[config.mk]
export PLATFORM = sky130hd
export DESIGN_NAME = dmtm_ram
export DESIGN_NICKNAME = d
export VERILOG_FILES = /design/src/rtl/dmtm_ram.sv
export SDC_FILE = /design/constraint.sdc
export NUM_CORES = 1
export LEC_CHECK = 0
export ABC_AREA = 1
export BUFFER_PORTS_ARGS = -buffer_cell sky130_fd_sc_hd__buf_2
export CORE_MARGIN = 4
export CORE_UTILIZATION = 47
export CTS_CLUSTER_SIZE = 16
export DETAILED_ROUTE_END_ITERATION = 10
export GPL_ROUTABILITY_DRIVEN = 0
export RECOVER_POWER = 25
export SYNTH_ARGS = -nofsm -noshare
export SYNTH_HDL_FRONTEND = slang
export SYNTH_SLANG_ARGS = --single-unit
export TNS_END_PERCENT = 20
[constraint.sdc]
create_clock -name clk_i -period 2.25 [get_ports clk_i]
set_clock_uncertainty 0.05 [all_clocks]
set_input_delay 0.1125 -clock clk_i [delete_from_list [all_inputs] [get_ports clk_i]]
set_output_delay 0.1125 -clock clk_i [all_outputs]
set_load 0.02 [all_outputs]
[src/rtl/dmtm_ram.sv]
`timescale 1ns / 1ps

module dmtm_ram #(
  parameter int Width = 8,
  parameter int Depth = 16,
  localparam int AddrW = (Depth > 1) ? $clog2(Depth) : 1
) (
  input  logic             clk_i,
  input  logic             we_i,
  input  logic [AddrW-1:0] waddr_i,
  input  logic [Width-1:0] wdata_i,
  input  logic             re_i,
  input  logic [AddrW-1:0] raddr_i,
  output logic [Width-1:0] rdata_o
);

  logic [Width-1:0] mem_q [Depth];
  logic [Width-1:0] rdata_q;

  always_ff @(posedge clk_i) begin
    if (we_i) begin
      mem_q[waddr_i] <= wdata_i;
    end
    if (re_i) begin
      rdata_q <= mem_q[raddr_i];
    end
  end

  assign rdata_o = rdata_q;

endmodule

Word-level counts from Yosys, hierarchy flattened:

Memories as Yosys holds them, arrays and structs flattened. A register that Yosys moved wholly into a read port is not among the register bits.
Index checks and enable logic that the tools add are counted.

* register bits: 0
* memory bits (writable): 128
* input port bits: 19
* output and inout port bits: 8
* logic and storage cells: 3
* memories kept: 1

Memory list
* mem_q: words 16, width 8, read ports 1, clocked after Yosys merged registers in 1, wr ports 1, RTL line 17 `logic [Width-1:0] mem_q [Depth];`

* mux-type cells: 2

Operators by type and width (number)
* 1-bit two-way mux: 2

Logic depth before layout (Yosys ltp):

Gate-level depths: netlist of run 1.

* depth in word-level cells: 2
* mapped depth: 8
* mapped depth without buffers: 7

Worst setup path before layout of run 1:

OpenSTA, ideal clock, no wires.

* kind: input to register
* start point: input port waddr_i[2]
* end point: memory mem_q[10][0], enable pin
* library setup time: 0.370 ns
* data arrival time: 0.693 ns
* required time: 1.830 ns
* slack: 1.137 ns
* cell stages on the path: 2
* buffers on the path: 0
* cells stage by stage: nand3b_1 > nor2_1

RTL lines
* from (decl): RTL line 10 `input logic [AddrW-1:0] waddr_i,`
* to (decl): RTL line 17

No word-level cell before the write port.

==> results.cfg, run 1 <==
[cells_and_area]
layout_commonest_cell = nand2_1
final_cell_mix = 173 x nand2_1, 136 x edfxtp_1, 100 x inv_1, 97 x nand3_1, 21 x buf_2
layout.cells.non_filler = 763
fin_nets = 601
diodes = 0
final_layout_size_suffix_gt1_share_pct = 9.58
syn_to_final_growth_pct = 13.9
post-route-cell-area_um2 = 6660

[drt]
drtPass1Iterations = 4
route.antenna.remaining_nets = 0
avgViaCountPerCell = 4.83
vias = 3688
drt-total-wl_um = 12500
drtIter0Drc = 341
post-route-drc-count = 0
post_drt_wl_per_cell_um = 16.4

[placement]
dp_slack_ns = 0.697
port_buffers = 26
dp_cells = 730
dp_hpwl_um = 7550
postPlaceCellArea_um2 = 6110

[setup_path]
critPathRequiredTime_ns = 2.37
start_kind = register
worstPathArrival_ns = 1.36
end_kind = register
worstPathCellList = inv_1 -> nand2_1 -> nand3_1 -> nand3_1 -> nand3_1 -> nand2_1
max_stage_delay_ns = 0.36
crit_path_max_fanout = 1
cp_common_cell = nand3_1
criticalPathCategory = register to register
crit_slowest_cell = edfxtp_1

[synthesis]
synth_compound_area_share_pct = 0
yosysUniqueCellTypes = 11
syn_area_per_cell_um2 = 10.6
synth_top_family_by_area = simple AND/OR/NAND/NOR gates
ys_warn_count = 0
synthMuxAreaShare_pct = 0
synthCells = 551
synth-simple-area-share_pct = 20.8
synth_xor_area_share_pct = 0
synth_seq_cells = 136
synth_fp_nets = 570
synthAdderAreaFrac_pct = 0
ys_seq_area_share_pct = 69.8
synth_area_um2 = 5850

[sta]
whs_ns = 0.0921
finalSetupTns_ns = 0
setup_viol = 0
fmax_ghz = 0.806
relSlewSlack_pct = 41.6
postLayoutSetupSlackWorst_ns = 1.01
fin_crit_ns = 1.24
slew_viol_final = 0
hold_viol_final = 0
tightest_slew_ns = 0.876
rsz0062_at_grt = false
fin_crit_sh_pct = 55.1

[floorplan]
fp.dieH_um = 120
die-area_um2 = 14300
coreArea_um2 = 12100
rows = 40
die_w_um = 120
ioPinCount = 27
initial_core_util_pct = 48.3

[clocking]
root_buffer = clkbuf_16
cts_buffer_depth = 2
clk_pin_slew_ns = 0.06
clk_latency_ns = 0.42
htreeDepth = 4
cts.sinks = 136
cts_tree = yes
cts_buffers = 17

[power_and_ir_drop]
p_leak_nw = 2.84
powerDensity_nw_per_um2 = 869
peakVddDrop_mv = 0.488

[global_route]
grt_pass1_wl_um = 19700
met3_usage_pct = 4.43
grt_max_degree = 65
grt_antenna_before_repair = 0
use_met2_pct = 28.6
met1_usage_pct = 25.7
grt_use_total_pct = 18.7
grt-ovfl-total = 0
busiest_layer = met2
first_global_vias = 3522

[worst_hold_path]
hold_class = primary input to register

[run_status]
status = complete, no violations

[job]
drv_cap = 0
==> cells in the mapped netlist <==
master / instances / area share [%]
buf_2: 13 / 1.1
nor2_1: 17 / 1.1
buf_6: 6 / 1.2
nand2_1: 173 / 11
inv_2: 2 / 0.13
nand3_1: 97 / 8.3
edfxtp_1: 136 / 70
buf_4: 4 / 0.51
nand3b_1: 2 / 0.26
buf_1: 1 / 0.064
inv_1: 100 / 6.4
==> cells by family after synthesis <==
| group | after synthesis |
|---|---|
| and+or+nand+nor | 289 |
| DFF | 136 |
| buffers and inverters | 126 |
==> metrics by stage <==
stage               power [mW]  utilization [%]
finish                    5.79             55.0
global route              5.99             55.0
CTS                       5.82             55.1
detailed placement        3.27             50.5
global placement          3.27             50.5
floorplan                 3.14                -
==> flip-flops by register name (all words and copies together), names as in the netlist <==
register,cells
rdata_o,8
mem_q,128
==> critical path, delay by kind of cell (launching register included) <==
family / cells / cell delay [ns]
AND/OR/NAND/NOR: 5 / 0.53
buffers and inverters: 1 / 0.06
flip-flops: 1 / 0.36
==> path summary, 6_finish.rpt <==
| kind | from | slack (ns) | cells after the start | end |
|---|---|---|---|---|
| worst min register to register | mem_q[14][4] | 0.70 | 6 | rdata_o[4] |
| worst max-delay path | mem_q[5][0] | 1.01 | 6 | rdata_o[0] |
| worst max register to register | mem_q[5][0] | 1.01 | 6 | rdata_o[0] |
| worst min-delay path | wdata_i[6] | 0.09 | 1 | mem_q[2][6] |
==> layout make-up <==
cell class / count / area (um^2)
multi-input cells: 289 / 1210
well taps: 168 / 210
flip-flops and latches: 136 / 4080
clock buffers: 19 / 433
fillers: 1095 / 5450
inverters: 102 / 383
repair buffers: 36 / 226
clock inverters: 13 / 111
==> what timing repair did <==
item	4_1_cts	5_1_grt
endpoints found under the hold margin	8	0
resized for setup	0	0
setup buffers	0	0
hold buffers	1	0
==> report_power, final <==
part           total (mW)  internal [mW]  switching (mW)
registers            2.87           2.86          0.0125
clock network        2.57           1.60           0.972
logic               0.350         0.0957           0.254
total                5.79           4.55            1.24
==> layer usage <==
metal	vias up	routed length, um
met5	-	0
met4	0	238
met3	20	748
met2	116	5780
met1	1715	5760
li1	1837	-
Note: power is estimated with default switching activity, not from simulation.
==> inputs of run 2 (changes only) <==
- PLACE_DENSITY: not set -> 0.66
- clock period: 2.25 -> 1.1 ns (I/O delays scaled with it)
==> run 2 against run 1 <==
The flow now finishes with violations (negative setup slack). Critical path depth unchanged. Non-clock buffer count increased by 22. Power increased by 110%. Sequential cell count did not move. Register-to-register slack lost 1.1 ns. Routed wire length is 7.0% higher. Clock power increased by 110%. Final area is 7.5% higher. Clock-buffer cell count down 2. Utilization rose by 4.1 points. Final cell count increased by 2.9%. Critical path type unchanged.
==> results.cfg, run 2 (same netlist as run 1, synthesis figures left out) <==
[setup_path]
worstPathArrival_ns = 1.27
critPathBufInv = 1
critPathRequiredTime_ns = 1.23
crit_slowest_cell = edfxtp_1
crit_family = simple AND/OR/NAND/NOR gates
crit_path_max_fanout = 1
cp_common_cell = nand3_2
worstPathCellList = inv_1 -> nand2_1 -> nand3_2 -> nand3_2 -> nand3_2 -> nand2_2
max_stage_delay_ns = 0.37
end_kind = register
start_kind = register
criticalPathCategory = register to register

[sta]
fin_crit_ns = 1.14
rsz0062_at_grt = true
fmax_ghz = 0.875
tightest_slew_ns = 0.897
slew_viol_final = 0
whs_ns = 0.0375
relSlewSlack_pct = 40.2
hold_viol_final = 0
fin_crit_sh_pct = 104
postLayoutSetupSlackWorst_ns = -0.0430
setup_viol = 8

[cells_and_area]
diodes = 0
syn_to_final_growth_pct = 22.5
final_layout_size_suffix_gt1_share_pct = 22.0
largest_reg_flops = 128
fin_nets = 623
regMostFlops = mem_q
fin_util_pct = 59.1
layout.cells.non_filler = 785
layout_commonest_cell = nand2_1
final_cell_mix = 168 x nand2_1, 136 x edfxtp_1, 98 x inv_1, 52 x nand3_1, 45 x nand3_2

[drt]
post-route-drc-count = 0
drt-total-wl_um = 13400
vias = 3943
post_drt_wl_per_cell_um = 17.1
avgViaCountPerCell = 5.02
drtPass1Iterations = 5
drtIter0Drc = 409
route.antenna.remaining_nets = 0

[placement]
dp_cells = 751
dp_hpwl_um = 8310
port_buffers = 26
dp_slack_ns = -0.208

[clocking]
cts_buffers = 17
clk_latency_ns = 0.42
htreeDepth = 4
root_buffer = clkbuf_16
postCtsSetupBuffers = 0
clk_pin_slew_ns = 0.06
cts_tree = yes
cts_buffer_depth = 2
cts.sinks = 136

[floorplan]
die_w_um = 120
rows = 40
coreArea_um2 = 12100
die-area_um2 = 14300
ioPinCount = 27
initial_core_util_pct = 48.3
fp.dieH_um = 120

[global_route]
grt_antenna_before_repair = 0
first_global_vias = 3825
grt_max_degree = 41
grt_use_total_pct = 19.9
grt-ovfl-total = 0
grt_pass1_wl_um = 21400

[worst_hold_path]
hold_class = primary input to register

[power_and_ir_drop]
powerDensity_nw_per_um2 = 1700
total_power_mw = 12.2
peakVddDrop_mv = 1.11
p_leak_nw = 3.09

[run_status]
violations = negative setup slack
status = finished with violations

[job]
drv_cap = 0
==> run 2: area by class of cell <==
| cell class | instances | area (um^2) |
|---|---|---|
| Fill cell | 980 | 4950 |
| Sequential cell | 136 | 4080 |
| Multi-Input combinational cell | 289 | 1450 |
| Timing Repair Buffer | 58 | 457 |
| Clock buffer | 17 | 425 |
| Inverter | 102 | 383 |
| Tap cell | 168 | 210 |
| Clock inverter | 15 | 153 |
==> run 2: what timing repair did <==
item	CTS	global route
gates resized for setup	24	32
endpoints found under the hold margin	24	0
setup endpoints to repair	12	12
pin swaps	10	15
hold buffers	2	0
==> run 2: worst register-to-register path, cell delays in order, from the launching register on <==
cell	delay, ns
edfxtp_1	0.37
inv_1	0.08
nand2_1	0.06
nand3_2	0.07
nand3_2	0.12
nand3_2	0.10
nand2_2	0.06
==> run 2: path summary, 6_finish.rpt <==
kind                     start          end  slack [ns]  cells after the start
setup reg to reg  mem_q[12][4]   rdata_o[4]       -0.04                      6
hold / removal      wdata_i[7]  mem_q[6][7]        0.04                      1
hold reg to reg    mem_q[6][2]   rdata_o[2]        0.72                      6
setup / recovery  mem_q[12][4]   rdata_o[4]       -0.04                      6
==> run 2: through the flow <==
stage	instance area (um^2)	TNS (ns)
detailed placement	6320	-1.92
finish	7160	-0.161
CTS	7030	-0.249
floorplan	5850	0
global route	7160	-0.780
global placement	6320	-1.47
==> run 2: metal layers <==
| layer | vias to the layer above | global-route usage (%) | share of wire (%) |
|---|---|---|---|
| met3 | 21 | 4.71 | 7.0 |
| met4 | 0 | 7.09 | 1.8 |
| met1 | 1860 | 28.0 | 44 |
| met2 | 171 | 30.4 | 47 |
| met5 | - | 0 | 0 |
| li1 | 1891 | - | - |
==> run 2: report_power, final <==
part	leakage [nW]	internal, mW	switching (mW)
clock network	0.285	3.33	2.14
logic	1.57	0.285	0.581
registers	1.24	5.84	0.0347
total	3.09	9.46	2.75
==> inputs of run 3 (changes only) <==
- CELL_PAD_IN_SITES_DETAIL_PLACEMENT: not set -> 0
- CELL_PAD_IN_SITES_GLOBAL_PLACEMENT: not set -> 1
- CORE_UTILIZATION: 47 -> 44
- PLACE_DENSITY: 0.66 -> not set
- PLACE_DENSITY_LB_ADDON: not set -> 0.1
==> run 3 against run 2 <==
The flow still finishes with violations (negative setup slack). Clock-buffer cell count unchanged. Setup slack gained 0.015 ns. Sequential share of layout area is 0.66 points lower. Die area grew 6.4%. Hold slack better by 0.0052 ns. First-iteration DRC count shrank 34%. Sequential cell count unchanged. Sequential power barely moved. Highest routed layer unchanged.
==> results.cfg, run 3 (same netlist as run 1, synthesis figures left out) <==
[run_status]
status = finished with violations
violations = negative setup slack

[drt]
drtIter0Drc = 270
vias = 3822
drt-total-wl_um = 13800
top_layer = met4
met3_length_um = 686
post-route-drc-count = 0
met1_length_um = 6280
dr_wl_met2_um = 6540
route.antenna.remaining_nets = 0
avgViaCountPerCell = 4.79
post_drt_wl_per_cell_um = 17.2
drtPass1Iterations = 4

[cells_and_area]
seq_area_um2 = 4080
final_cell_mix = 170 x nand2_1, 136 x edfxtp_1, 100 x inv_1, 66 x nand3_1, 30 x nand3_2
largest_reg_flops = 128
layout_commonest_cell = nand2_1
syn_to_final_growth_pct = 23.9
final_layout_size_suffix_gt1_share_pct = 19.8
multi_input_area_um2 = 1380
fin_nets = 632
regMostFlops = mem_q
post-route-cell-area_um2 = 7250
num-fill-cells = 1128
diodes = 0

[sta]
hold_viol_final = 0
rsz0062_at_grt = true
setup_viol = 8
relSlewSlack_pct = 37.5
postLayoutSetupSlackWorst_ns = -0.0275
fin_crit_ns = 1.13
fmax_ghz = 0.887
whs_ns = 0.0427
finalSetupTns_ns = -0.136
tightest_slew_ns = 0.938
slew_viol_final = 0
fin_crit_sh_pct = 103

[worst_hold_path]
hold_class = primary input to register

[placement]
postPlaceCellArea_um2 = 6400
port_buffers = 26
dp_hpwl_um = 8710
dp_slack_ns = -0.272

[power_and_ir_drop]
powerDensity_nw_per_um2 = 1760
total_power_mw = 12.8
p_leak_nw = 3.14
peakVddDrop_mv = 1.07

[clocking]
htreeDepth = 4
cts_tree = yes
root_buffer = clkbuf_16
clk_pin_slew_ns = 0.06
cts_buffers = 17
clk_latency_ns = 0.41
cts.sinks = 136
cts_buffer_depth = 2

[floorplan]
die_w_um = 123
coreArea_um2 = 12800
initial_core_util_pct = 45.6
ioPinCount = 27
rows = 41
die-area_um2 = 15200
fp.dieH_um = 123

[global_route]
grt_max_degree = 47
first_global_vias = 3838
grt_antenna_before_repair = 0
grt_use_total_pct = 20.0
grt_pass1_wl_um = 21700
grt-ovfl-total = 0

[job]
drv_cap = 0

[setup_path]
criticalPathCategory = register to register
crit_slowest_cell = edfxtp_1
critPathRequiredTime_ns = 1.21
worstPathArrival_ns = 1.24
worstPathCellList = inv_1 -> nand2_1 -> nand3_1 -> nand3_2 -> nand3_2 -> nand2_1
end_kind = register
start_kind = register
crit_path_max_fanout = 1
max_stage_delay_ns = 0.35
==> run 3: final timing paths <==
path / start / to / cells past startpoint / slack (ns)
worst min register to register: mem_q[12][1] / rdata_o[1] / 6 / 0.69
worst max register to register: mem_q[9][2] / rdata_o[2] / 6 / -0.03
worst min-delay path: wdata_i[4] / mem_q[10][4] / 1 / 0.04
worst max-delay path: mem_q[9][2] / rdata_o[2] / 6 / -0.03
==> run 3: metrics by stage <==
step	instances	utilization, %
floorplan	551	-
global placement	762	49.9
detailed placement	762	49.9
CTS	798	56.0
global route	798	56.5
finish	798	56.5
==> run 3: critical path, delay by kind of cell (launching register included) <==
kind	cells	cell delay, ns
DFF	1	0.35
buffers and inverters	1	0.06
and+or+nand+nor	5	0.42
==> run 3: per-layer routing <==
layer,track usage [%],vias up
met5,0,-
met4,8.65,0
met3,4.03,17
met2,29.9,80
met1,28.7,1821
li1,-,1904
==> run 3: cell type report <==
type / count / share of cell area [%]
Sequential cell: 136 / 56.4
Clock buffer: 17 / 5.87
Inverter: 102 / 5.28
Tap cell: 172 / 2.97
Multi-Input combinational cell: 289 / 19.1
Clock inverter: 15 / 2.87
Timing Repair Buffer: 67 / 7.56
==> run 3: what timing repair did <==
item                                   in CTS  in global routing
setup endpoints to repair                  11                 11
hold buffers                                4                  0
endpoints found under the hold margin      30                  0
buffers inserted                            0                  0
pin swaps                                   9                  8
resized for setup                          23                 14
==> run 3: report_power, final <==
part	switching [mW]	internal (mW)
logic	0.580	0.303
registers	0.0309	5.84
clock network	2.05	3.99
total	2.66	10.1
