File: src/rtl/dmtm_pkg.sv
`timescale 1ns / 1ps

package dmtm_pkg;

  localparam int TASK_ENTRIES = 64;
  localparam int WL_ENTRIES   = 16;

  localparam int TASK_AW = (TASK_ENTRIES > 1) ? $clog2(TASK_ENTRIES) : 1;
  localparam int WL_AW   = (WL_ENTRIES > 1) ? $clog2(WL_ENTRIES) : 1;
  localparam int SCAN_AW = (TASK_AW > WL_AW) ? TASK_AW : WL_AW;
  localparam int SCAN_CW = SCAN_AW + 1;

  localparam int HASH_W  = 64;
  localparam int KEY_W   = 2 * HASH_W;
  localparam int CNT_W   = 32;
  localparam int FT_W    = 8;
  localparam int IN_W    = 168;
  localparam int OUT_W   = 176;

  typedef enum logic [1:0] {
    KIND_EVENT      = 2'd0,
    KIND_SET_LIMIT  = 2'd1,
    KIND_CLR_LIMITS = 2'd2,
    KIND_CLR_ALL    = 2'd3
  } kind_e;

  typedef enum logic [1:0] {
    STATUS_OK        = 2'd0,
    STATUS_TASK_FULL = 2'd1,
    STATUS_WL_FULL   = 2'd2
  } status_e;

  typedef enum logic [2:0] {
    ST_IDLE,
    ST_T_SCAN,
    ST_T_UPD,
    ST_W_SCAN,
    ST_DONE
  } state_e;

  typedef struct packed {
    logic [HASH_W-1:0] wl_hash;
    logic [HASH_W-1:0] tk_hash;
    logic [CNT_W-1:0]  miss_count;
    logic [CNT_W-1:0]  limit;
  } task_ent_t;

  typedef struct packed {
    logic               done;
    logic               hit;
    logic               free_found;
    logic [SCAN_AW-1:0] hit_idx;
    logic [SCAN_AW-1:0] free_idx;
  } scan_stat_t;

endpackage

File: src/rtl/dmtm_scan.sv
`timescale 1ns / 1ps

module dmtm_scan (
  input  logic                          clk_i,
  input  logic                          rst_ni,
  input  logic                          start_i,
  input  logic [dmtm_pkg::SCAN_CW-1:0]  depth_i,
  input  logic                          issue_free_i,
  input  logic                          cmp_valid_i,
  input  logic [dmtm_pkg::KEY_W-1:0]    key_rd_i,
  input  logic [dmtm_pkg::KEY_W-1:0]    key_ref_i,
  output logic                          rd_en_o,
  output logic [dmtm_pkg::SCAN_AW-1:0]  rd_addr_o,
  output logic [dmtm_pkg::SCAN_AW-1:0]  cmp_addr_o,
  output dmtm_pkg::scan_stat_t          stat_o
);
  import dmtm_pkg::*;

  logic               act_q, act_d;
  logic               pv_q, pv_d;
  logic               done_q, done_d;
  logic               hit_q, hit_d;
  logic               ff_q, ff_d;
  logic [SCAN_CW-1:0] cnt_q, cnt_d;
  logic [SCAN_AW-1:0] paddr_q, paddr_d;
  logic [SCAN_AW-1:0] hidx_q, hidx_d;
  logic [SCAN_AW-1:0] fidx_q, fidx_d;
  logic               issue_ok;
  logic               match;

  // The read of one entry is issued while the previously read entry is compared.
  assign issue_ok   = act_q && (cnt_q < depth_i);
  assign match      = act_q && pv_q && cmp_valid_i && (key_rd_i == key_ref_i);
  assign rd_en_o    = issue_ok && !match;
  assign rd_addr_o  = cnt_q[SCAN_AW-1:0];
  assign cmp_addr_o = paddr_q;

  always_comb begin
    act_d   = act_q;
    pv_d    = pv_q;
    done_d  = 1'b0;
    hit_d   = hit_q;
    ff_d    = ff_q;
    cnt_d   = cnt_q;
    paddr_d = paddr_q;
    hidx_d  = hidx_q;
    fidx_d  = fidx_q;
    if (start_i) begin
      act_d = 1'b1;
      pv_d  = 1'b0;
      hit_d = 1'b0;
      ff_d  = 1'b0;
      cnt_d = '0;
    end else if (act_q) begin
      if (match) begin
        act_d  = 1'b0;
        pv_d   = 1'b0;
        hit_d  = 1'b1;
        hidx_d = paddr_q;
        done_d = 1'b1;
      end else if (issue_ok) begin
        cnt_d   = cnt_q + SCAN_CW'(1);
        pv_d    = 1'b1;
        paddr_d = cnt_q[SCAN_AW-1:0];
        if (issue_free_i && !ff_q) begin
          ff_d   = 1'b1;
          fidx_d = cnt_q[SCAN_AW-1:0];
        end
      end else begin
        pv_d = 1'b0;
        if (!pv_q) begin
          act_d  = 1'b0;
          done_d = 1'b1;
        end
      end
    end
  end

  always_ff @(posedge clk_i or negedge rst_ni) begin
    if (!rst_ni) begin
      act_q  <= 1'b0;
      pv_q   <= 1'b0;
      done_q <= 1'b0;
      hit_q  <= 1'b0;
      ff_q   <= 1'b0;
      cnt_q  <= '0;
    end else begin
      act_q  <= act_d;
      pv_q   <= pv_d;
      done_q <= done_d;
      hit_q  <= hit_d;
      ff_q   <= ff_d;
      cnt_q  <= cnt_d;
    end
  end

  always_ff @(posedge clk_i) begin
    paddr_q <= paddr_d;
    hidx_q  <= hidx_d;
    fidx_q  <= fidx_d;
  end

  assign stat_o.done       = done_q;
  assign stat_o.hit        = hit_q;
  assign stat_o.free_found = ff_q;
  assign stat_o.hit_idx    = hidx_q;
  assign stat_o.free_idx   = fidx_q;

endmodule

File: config.mk
export PLATFORM = sky130hd
export DESIGN_NAME = dmtm_scan
export DESIGN_NICKNAME = d
export VERILOG_FILES = /design/src/rtl/dmtm_pkg.sv /design/src/rtl/dmtm_scan.sv
export SDC_FILE = /design/constraint.sdc
export NUM_CORES = 1
export LEC_CHECK = 0
export BUFFER_PORTS_ARGS = -buffer_cell sky130_fd_sc_hd__buf_2
export CORE_AREA = 2 2 116 118
export DETAILED_ROUTE_END_ITERATION = 6
export DIE_AREA = 0 0 118 120
export PLACE_DENSITY = 0.6
export SYNTH_ARGS = -nofsm -noshare
export SYNTH_HDL_FRONTEND = slang
export SYNTH_SLANG_ARGS = --single-unit
File: constraint.sdc
create_clock -name clk_i -period 4.3 [get_ports clk_i]
set_input_delay 0.215 -clock clk_i [delete_from_list [all_inputs] [get_ports clk_i]]
set_output_delay 0.215 -clock clk_i [all_outputs]
set_load 0.05 [all_outputs]
# Yosys cells after proc, flatten, opt, wreduce, memory -nomap -nowiden
# Index checks and enable logic that the tools add are counted.
[word_totals]
romBits = 0
latch_bits = 0
mem_count = 0
out_inout_bits = 28
inputBits = 268
ff_bits = 30
ramBits = 0
wordCells = 59
[classes]
eq_ne = 2
add_sub_neg = 1
shifts = 0
mul = 0
mux = 26
bitwise = 2
n_lt_le_gt_ge = 1
reduce_logical = 18
n_div = 0
[op_table]
columns = ["operator", "count"]
rows = [
  ["== test 128 bit", 1],
  ["2-to-1 mux 7 bit", 4],
  ["2-to-1 mux 1 bit", 22],
  ["AND reduction 4 bit", 2],
  ["nonzero test 2 bit", 4],
  ["adder 7 x 1 -> 7 bit, second input constant", 1],
  ["less-than comparator 7 bit", 1],
  ["logical AND 1 bit", 6],
  ["AND reduction 3 bit", 2],
  ["AND reduction 5 bit", 1],
  ["zero test 1 bit", 2],
  ["inequality test 2 bit, second input constant", 1],
  ["NOT 1 bit", 2],
  ["AND reduction 2 bit", 1],
]

# Depth between registers and ports, before layout
# Gate-level depths: netlist of run 1.
[depth]
depth_word = 7
depth_mapped = 10
mapped_depth_nobuf = 9

# Worst setup path after synthesis of run 1
# OpenSTA, ideal clock, no wires.
[synth_path]
path_kind = "reg-to-reg"
start = "register cnt_q[1]"
end = "register fidx_q[0], enable pin"
period_less_slack_ns = 2.784
n_path_buf = 1
setup_slack_ns = 1.516
path_stages_with_launch = 9
arrival_ns = 2.396
setup_ns = 0.388
t_required_ns = 3.912
path_cell_list = "dfrtp_1 -> ha_1 -> a21o_1 -> a21oi_1 -> o21ai_1 -> a31o_2 -> or2_1 -> buf_4 -> nor4b_1"
[synth_between]
elab_chain_cells = 3
[synth_rtl]
columns = ["element", "line", "rtl"]
rows = [
  ["start, declared", "dmtm_scan.sv:24", "logic [SCAN_CW-1:0] cnt_q, cnt_d;"],
  ["start signal, assigned", "dmtm_scan.sv:93", "cnt_q <= cnt_d;"],
  ["less-than comparator 7 bit", "dmtm_scan.sv:32", "assign issue_ok = act_q && (cnt_q < depth_i);"],
  ["logical AND 1 bit", "dmtm_scan.sv:32", ""],
  ["AND reduction 5 bit (no source line)", "-", ""],
  ["end signal, assigned", "dmtm_scan.sv:100", "fidx_q <= fidx_d;"],
  ["end, declared", "dmtm_scan.sv:27", "logic [SCAN_AW-1:0] fidx_q, fidx_d;"],
]
# No other way between the ends.
# A chain may end at the register's enable or synchronous reset.

# Worst setup path in the final report of run 1
[layout_path]
start = "register act_q"
end = "output port rd_en_o"
[layout_between]
elab_chain_cells = 5
word_cells_on_any_way = 6
cone_classes = "reduce/logical (6)"
[layout_rtl]
columns = ["element", "line", "rtl"]
rows = [
  ["start, declared", "dmtm_scan.sv:19", "logic act_q, act_d;"],
  ["start signal, assigned", "dmtm_scan.sv:88", "act_q <= act_d;"],
  ["logical AND 1 bit (3 in a row)", "dmtm_scan.sv:33", "assign match = act_q && pv_q && cmp_valid_i && (key_rd_i == key_ref_i);"],
  ["zero test 1 bit", "dmtm_scan.sv:34", "assign rd_en_o = issue_ok && !match;"],
  ["logical AND 1 bit (*)", "dmtm_scan.sv:34", ""],
  ["end, declared", "dmtm_scan.sv:12", "output logic rd_en_o,"],
]
# Every way passes the cells marked *; elsewhere a longest branch is shown, timed or not.

==> results.md, run 1 <==
Run status:
- The flow ran to the end, and the final reports show no timing, DRC or antenna violations.

Logic synthesis:
- The average size of a mapped cell is 8.86 sq um.
- The proportion of netlist area held by the largest area contributor is 21.1%.
- The count of mapped cells out of synthesis is 361.
- The post-synth net total is 636.
- The synthesis warning total is 0.
- The count of unique library cells instantiated by Yosys is 43.
- Sorting the synthesized cells by area gives the leading types as sky130_fd_sc_hd__xnor2_1 21%, sky130_fd_sc_hd__edfxtp_1 17%, sky130_fd_sc_hd__xor2_1 12%.
- The dominant cell type by area after synthesis is sky130_fd_sc_hd__xnor2_1.
- After synthesis, flip-flops and latches occupy 26.3% of the total area.
- Counting flops and latches in the post-synthesis netlist gives 30.
- The netlist area before placement is 3200 sq um.

Floorplanning:
- The total core area is 13000 sq um.
- The die boundary height is 120 microns.
- The floorplan has 42 rows.
- 296 I/O pins were placed.
- The floorplan step defined a die boundary enclosing 14200 sq um.
- The horizontal die dimension is 118 microns.
- For this configuration, the core starts out at a cell density of 24.6%.

Critical path:
- The path depth of the worst reg2reg path is 9.
- The worst setup path is launched from a flop.
- The critical path in this run is classified as flop to primary output.
- The signal on the critical path passes through nand3_1, or4_1, nor4_1, nand4_1, nor4_2, buf_4, or2_1, inv_2, buf_2.
- Across all register-to-register paths, the minimum setup slack is 1.37 ns.
- The capture point of the worst reg-to-reg path is fidx_q[4].
- Data arrives at the worst endpoint at 2.98 ns.
- The category of the worst setup path capture point is a primary output.
- In this design, the stage delay of the slowest critical-path cell is 0.43 ns.
- The cell with the largest stage delay on the worst path is sky130_fd_sc_hd__dfrtp_1.
- The worst path required time is 4.09 ns.
- The critical register-to-register path startpoint is act_q.
- The maximum net fanout on the critical path is 12.

Clock network:
- At the later pin of the worst-skew pair, clock insertion delay measures 0.27 ns.
- The longest clock path from root to sink contains 2 buffers.
- In this run, CTS created clock tree buffers numbering 5.
- After clock tree synthesis, the clock-pin slew on the worst setup and hold paths is 0.05 ns.
- Post-CTS timing repair inserted 0 buffers for setup.
- The tree is rooted in a sky130_fd_sc_hd__clkbuf_16.
- The TritonCTS clock tree is yes.
- The count of clock tree sinks is 30.
- The number of H-tree branching levels is 2.

Global route:
- Across every metal layer, demand over resource in global routing totals 17.1%.
- The total overflow left after global routing is 0.
- The number of antenna violations at the first check in global routing was 1.
- The via count of the first global-routing pass is 3911.
- The first-pass GRT wire length is 19.1 mm.
- The largest net degree at the start of global routing is 19.

Timing:
- The slew of the pin with the lowest slew margin is 0.558 ns.
- For this run, the top clock speed supported by timing is 0.313 GHz.
- The final-report max-slew violation count is 0.
- After routing, the total negative slack on setup checks comes to 0 ns.
- Setup violations remaining at the end of the flow were counted as 0.
- In this run the tightest slew margin relative to its limit is 62.5%.
- The count of endpoints failing hold in the final timing report is 0.
- Between clock sinks in the finished design, the worst skew comes to 0.00327 ns.
- Of the available clock period, the critical path in the final layout requires 74.4%.
- The clock period could shrink to 3.20 ns.
- Setup repair after global routing left no endpoint under its margin.

Cells and area:
- Leaving out fill and tap cells, the most frequent cells in the layout are 295 x sky130_fd_sc_hd__buf_2, 77 x sky130_fd_sc_hd__xnor2_1, 43 x sky130_fd_sc_hd__xor2_1.
- The net total in the final layout is 927.
- The library cell used most frequently in the layout, excluding fill and tap cells, is sky130_fd_sc_hd__buf_2.
- The post-synthesis to final-layout area growth is 55.4%.
- Of the cells placed in the final design, the portion with a size suffix greater than 1 is 47.2%.
- Cells fill 38.3% of the core in the end.

Route:
- The detail route stage leaves a number of antenna-violating nets equal to 0.
- The first routing iteration left 91 violations.
- Wire segments on met3 add up to 769 microns in the final route.
- Wire segments on met2 add up to 6.50 mm in the final route.
- Dividing the detail-routed wire length by the instance count gives 15.1 microns.
- The highest metal layer with signal wires is met4.
- In the final routing, the length of wire on met1 measures 5.08 mm.
- The via total after detailed routing is 3689.
- The remaining routing DRC violations is 0.
- In the routed layout, each cell is associated on average with a via count of 4.44.
- The pre-antenna-repair detailed-routing pass consisted of 4 iterations.
- The total wire length after detailed routing is 12.5 mm.

Pwr:
- The areal power density over the cells is 218 nW/um^2.
- The worst voltage drop across the vdd grid is 0.139 mV.
- Summed over all cells, the static leakage comes to 2.32 nW.

Placed design:
- In this run the tool buffered the top-level ports with 295 buffer cells.
- The congestion estimate from routability-driven global placement came to 0.884.
- The post-detailed-placement half-perimeter wirelength is 11.5 mm.

Worst hold path:
- For hold timing, the worst endpoint is ff_q.
- The worst hold path startpoint is issue_free_i.
- The class of the worst hold path is input port to flop.
- Along the worst hold path, the cell count comes to 3.

Flow run:
- The max-capacitance violation count is 0.
## worst max-delay path by stage
stage	from	to	slack, ns
after floorplan	cnt_q[1]	fidx_q[0]	1.52
after global placement	act_q	rd_en_o	1.17
after detailed placement	act_q	fidx_q[5]	1.21
after CTS	act_q	rd_en_o	0.92
after global routing	act_q	rd_en_o	0.80
final	act_q	rd_en_o	1.10
## critical path: cells and delay by family (launching register included)
| family | cells | cell delay (ns) |
|---|---|---|
| buf+inv | 3 | 0.51 |
| flops | 1 | 0.43 |
| simple gates | 6 | 1.76 |
## through the flow
step,power [W],worst slack [ns],hold slack (ns),instance area (sq um),std cells
detailed placement,0.000763,1.21,0.122,4820,820
global placement,0.000760,1.17,0.123,4820,820
global route,0.00115,0.800,0.222,4970,830
CTS,0.00109,0.920,0.215,4970,829
finish,0.00108,1.10,0.217,4970,830
floorplan,0.000567,1.52,-0.0806,3200,361
## cells in the mapped netlist (all sizes together)
cell type	n
and3b	1
o31ai	4
a21oi	9
o2111ai	1
nand4b	2
or2	1
xnor2	77
edfxtp	18
a221oi	1
nand3	7
nand4bb	1
nor2	8
nand2	23
o22ai	3
xor2	43
a22o	1
a21o	3
buf	12
nor4b	4
nand3b	1
a31o	1
dfrtp	12
clkbuf	2
nor2b	10
inv	17
ha	7
o2bb2ai	1
mux2	2
a2111o	2
nor4	26
and3	1
or4	9
and4	1
o21ai	3
nand2b	10
or3	2
nor3	7
nand4	28
## kinds of logic after synthesis
family	after synthesis	share of synthesized area, %
buffers and inverters	31	4.93
AOI/OAI and AO/OA	29	6.18
and+or+nand+nor	142	26.2
muxes	2	0.821
DFF	30	26.3
adders and majority gates	7	2.74
xor gates and xnor gates	120	32.9
## timing repair
item,CTS,global route
gates resized for setup,0,0
hold endpoints to repair,12,0
endpoints found under the setup margin,0,0
hold buffers,1,0
## power by group
group / switching, W / internal, W / total [W]
registers: 0.0000144 / 0.000324 / 0.000338
clock network: 0.000116 / 0.000210 / 0.000326
logic: 0.000221 / 0.000198 / 0.000419
total: 0.000351 / 0.000732 / 0.00108
## sequential cells by signal (all words and copies together) (netlist names)
signal / cells
done_q: 1
pv_q: 1
ff_q: 1
hit_q: 1
fidx_q: 6
act_q: 1
hidx_q: 6
cmp_addr_o: 6
cnt_q: 7
## cell type report
| type | count | area, sq um |
|---|---|---|
| clock buffers | 5 | 125 |
| clock inverters | 3 | 16.3 |
| flip-flops and latches | 30 | 841 |
| fillers | 1409 | 8010 |
| multi-input cells | 300 | 2200 |
| diodes | 1 | 2.50 |
| inverters | 17 | 63.8 |
| repair buffers | 298 | 1500 |
| well taps | 176 | 220 |
## metal layers
metal  vias up  track usage [%]
met5         -                0
met4         0             3.61
met3        13             2.99
met2       148             32.5
met1      1641             20.0
li1       1887                -
Note: power is estimated with default switching activity, not from simulation.
==> run 2, diff against run 1 <==
==> constraint.sdc (replaced) <==
create_clock -name clk_i -period 3.1 [get_ports clk_i]
set_input_delay 0.155 -clock clk_i [delete_from_list [all_inputs] [get_ports clk_i]]
set_output_delay 0.155 -clock clk_i [all_outputs]
set_load 0.05 [all_outputs]
==> run 2 against run 1 <==
Net effect: count of clock-buffer cells in the layout rose by 2; critical endpoint unchanged; cell area rose by 1.2%; first-iteration DRC count rose by 67%; largest power group unchanged; clock skew rose by 0.0033 ns; clock power rose by 70%.
==> results.md, run 2 (synthesis gave the netlist of run 1 again) <==
Critical path:
- Data on the critical path arrives at its endpoint at 2.65 ns.
- In this design, the stage delay of the slowest critical-path cell is 0.45 ns.
- For the worst setup path, the data required time is 2.94 ns.
- The maximum net fanout on the critical path is 6.
- STA classifies the critical path startpoint as a flop.
- The critical path goes through nand3_1, or4_1, nor4_2, nand4_1, nor4_2, or2_1, inv_2, buf_2.
- The most numerous cell on the critical path is sky130_fd_sc_hd__nor4_2.
- The category of the worst setup path capture point is a primary output.
- The critical path in this run is classified as flop to primary output.
- The cell with the largest stage delay on the worst path is sky130_fd_sc_hd__or4_1.

Global route:
- The via count of the first global-routing pass is 3758.
- The largest net degree at the start of global routing is 19.
- The number of antenna violations at the first check in global routing is 1.
- The first-pass GRT wire length is 18.6 mm.
- The residual overflow from global routing is 0.
- Global routing used 16.8% of the available tracks across all layers.

Cells and area:
- In the layout the commonest cells are 295 x sky130_fd_sc_hd__buf_2, 77 x sky130_fd_sc_hd__xnor2_1, 43 x sky130_fd_sc_hd__xor2_1.
- The fraction of layout instances using a drive strength above 1 is 47.6%.
- Counting the fill cells in the layout gives 1410.
- The number of flip-flops in the largest register is 7.
- The net total in the final layout is 930.
- Registers take 841 sq um.
- The library cell used most frequently in the layout, excluding fill and tap cells, is sky130_fd_sc_hd__buf_2.
- The register ranked first by flip-flop count is cnt_q.
- The post-synthesis to final-layout area growth is 57.3%.
- The final non-filler cell area is 5030 sq um.
- In the final layout, the multi-input gates occupy 2210 sq um.

Route:
- The detailed router placed 3716 vias in this run.
- The violation count after the first detailed-route iteration is 152.
- The detail-routed via count per cell is 4.46.
- The remaining antenna violation count after routing is 0.
- Wires add up to 12.5 mm.
- For this run, design rule violations remaining after detail routing come to 0.
- After detailed routing, the average wire length per cell comes to 15.0 microns.
- Before antenna repair, the detailed router went through 4 iterations.

Clock network:
- The insertion delay to the later sink of the worst-skew pair is 0.27 ns.
- Buffers added to address setup during post-CTS repair amount to 0.
- The clock tree buffer depth is 2.
- The number of H-tree branching levels is 2.
- After clock tree synthesis, the clock-pin slew on the worst setup and hold paths is 0.05 ns.
- The number of CTS-inserted buffers is 5.
- TritonCTS built the clock tree.
- The count of clock tree sinks is 30.
- The clock tree root driver cell is sky130_fd_sc_hd__clkbuf_16.

Floorplanning:
- The die is 120 microns tall.
- In this run the standard cell core region covers 13000 sq um.
- The area enclosed by the die boundary is 14200 sq um.
- The floorplan has 42 rows.
- For this configuration, the core starts out at a cell density of 24.6%.
- For this design the top-level I/O count stands at 296.
- The horizontal die dimension is 118 microns.

Pwr:
- The areal power density over the cells is 320 nW/um^2.
- Summed over all cells, the static leakage comes to 2.35 nW.
- The post-route total power is 0.00161 W.
- Across the VDD grid, the largest voltage drop is 0.234 mV.

Timing:
- The shortest clock period the worst path allows after layout is 2.81 ns.
- The setup total negative slack is 0 ns.
- The final critical-path share of the clock period is 90.6%.
- Setup violations remaining at the end of the flow were counted as 0.
- For the pin with the worst max-slew slack, the measured transition is 0.483 ns.
- Setup repair after global routing left no endpoint under its margin.
- The count of endpoints failing hold in the final timing report is 0.
- Across the routed clock network, the largest skew measured is 0.00654 ns.
- The final-report max-slew violation count is 0.
- The achievable clock frequency is 0.356 GHz.
- The worst slew slack as a fraction of its limit is 67.7%.

Placed design:
- The count of buffers added on input and output ports is 295.
- Detailed placement ended at an HPWL of 11.4 mm.
- Once placement finished, the instance area stood at 4840 sq um.
- At the end of routability-driven placement, the weighted congestion stood at 0.898.

Run status:
- The flow ran to the end, and the final reports show no timing, DRC or antenna violations.

Flow run:
- The tool flagged a number of max-cap violations equal to 0.

Worst hold path:
- The min-delay analysis places its worst path in the category input port to flop.
## run 2: metal layers
metal  share of wire (%)  track usage [%]
met3                 6.6             3.33
met2                  51             31.6
met5                   0                0
met4                 2.0             4.59
met1                  40             19.3
## run 2: worst paths after layout
check                               from   endpoint  slack [ns]  cells past startpoint
min                         issue_free_i       ff_q        0.16                      3
max                                act_q    rd_en_o        0.29                      8
min reg2reg                cmp_addr_o[0]  hidx_q[0]        0.44                      0
min in group asynchronous         rst_ni   cnt_q[5]        0.30                      2
max in group asynchronous         rst_ni   cnt_q[1]        2.57                      2
max reg2reg                        act_q  fidx_q[1]        0.50                      8
## run 2: repair_timing
| item | 4_1_cts | 5_1_grt |
|---|---|---|
| hold buffers | 1 | 0 |
| setup endpoints to repair | 1 | 0 |
| endpoints found under the hold margin | 12 | 0 |
| resized for setup | 1 | 0 |
## run 2: per-stage QoR
| step | setup slack, ns | cells | util, % | hold WS [ns] |
|---|---|---|---|---|
| after CTS | 0.117 | 832 | 38.7 | 0.155 |
| after global routing | 0.0609 | 833 | 38.8 | 0.187 |
| after detailed placement | 0.137 | 823 | 37.3 | 0.0605 |
| after floorplan | 0.316 | 361 | - | -0.141 |
| after global placement | 0.144 | 823 | 37.3 | 0.0568 |
| final | 0.291 | 833 | 38.8 | 0.163 |
## run 2: layout make-up
class	instances	share of cell area, %
Timing Repair Buffer	301	30.3
Clock inverter	1	0.597
Multi-Input combinational cell	300	43.9
Clock buffer	7	2.84
Sequential cell	30	16.7
Antenna cell	1	0.0498
Inverter	17	1.27
Tap cell	176	4.38
## run 2: critical path: cells and delay by family (launching register included)
kind                   cells  cell delay, ns
DFF                        1            0.44
buffers and inverters      2            0.28
and+or+nand+nor            6            1.66
## run 2: report_power, final
group | total [W] | internal [W] | switching (W)
registers | 0.000462 | 0.000449 | 0.0000130
logic | 0.000595 | 0.000279 | 0.000316
clock network | 0.000554 | 0.000400 | 0.000154
total | 0.00161 | 0.00113 | 0.000483
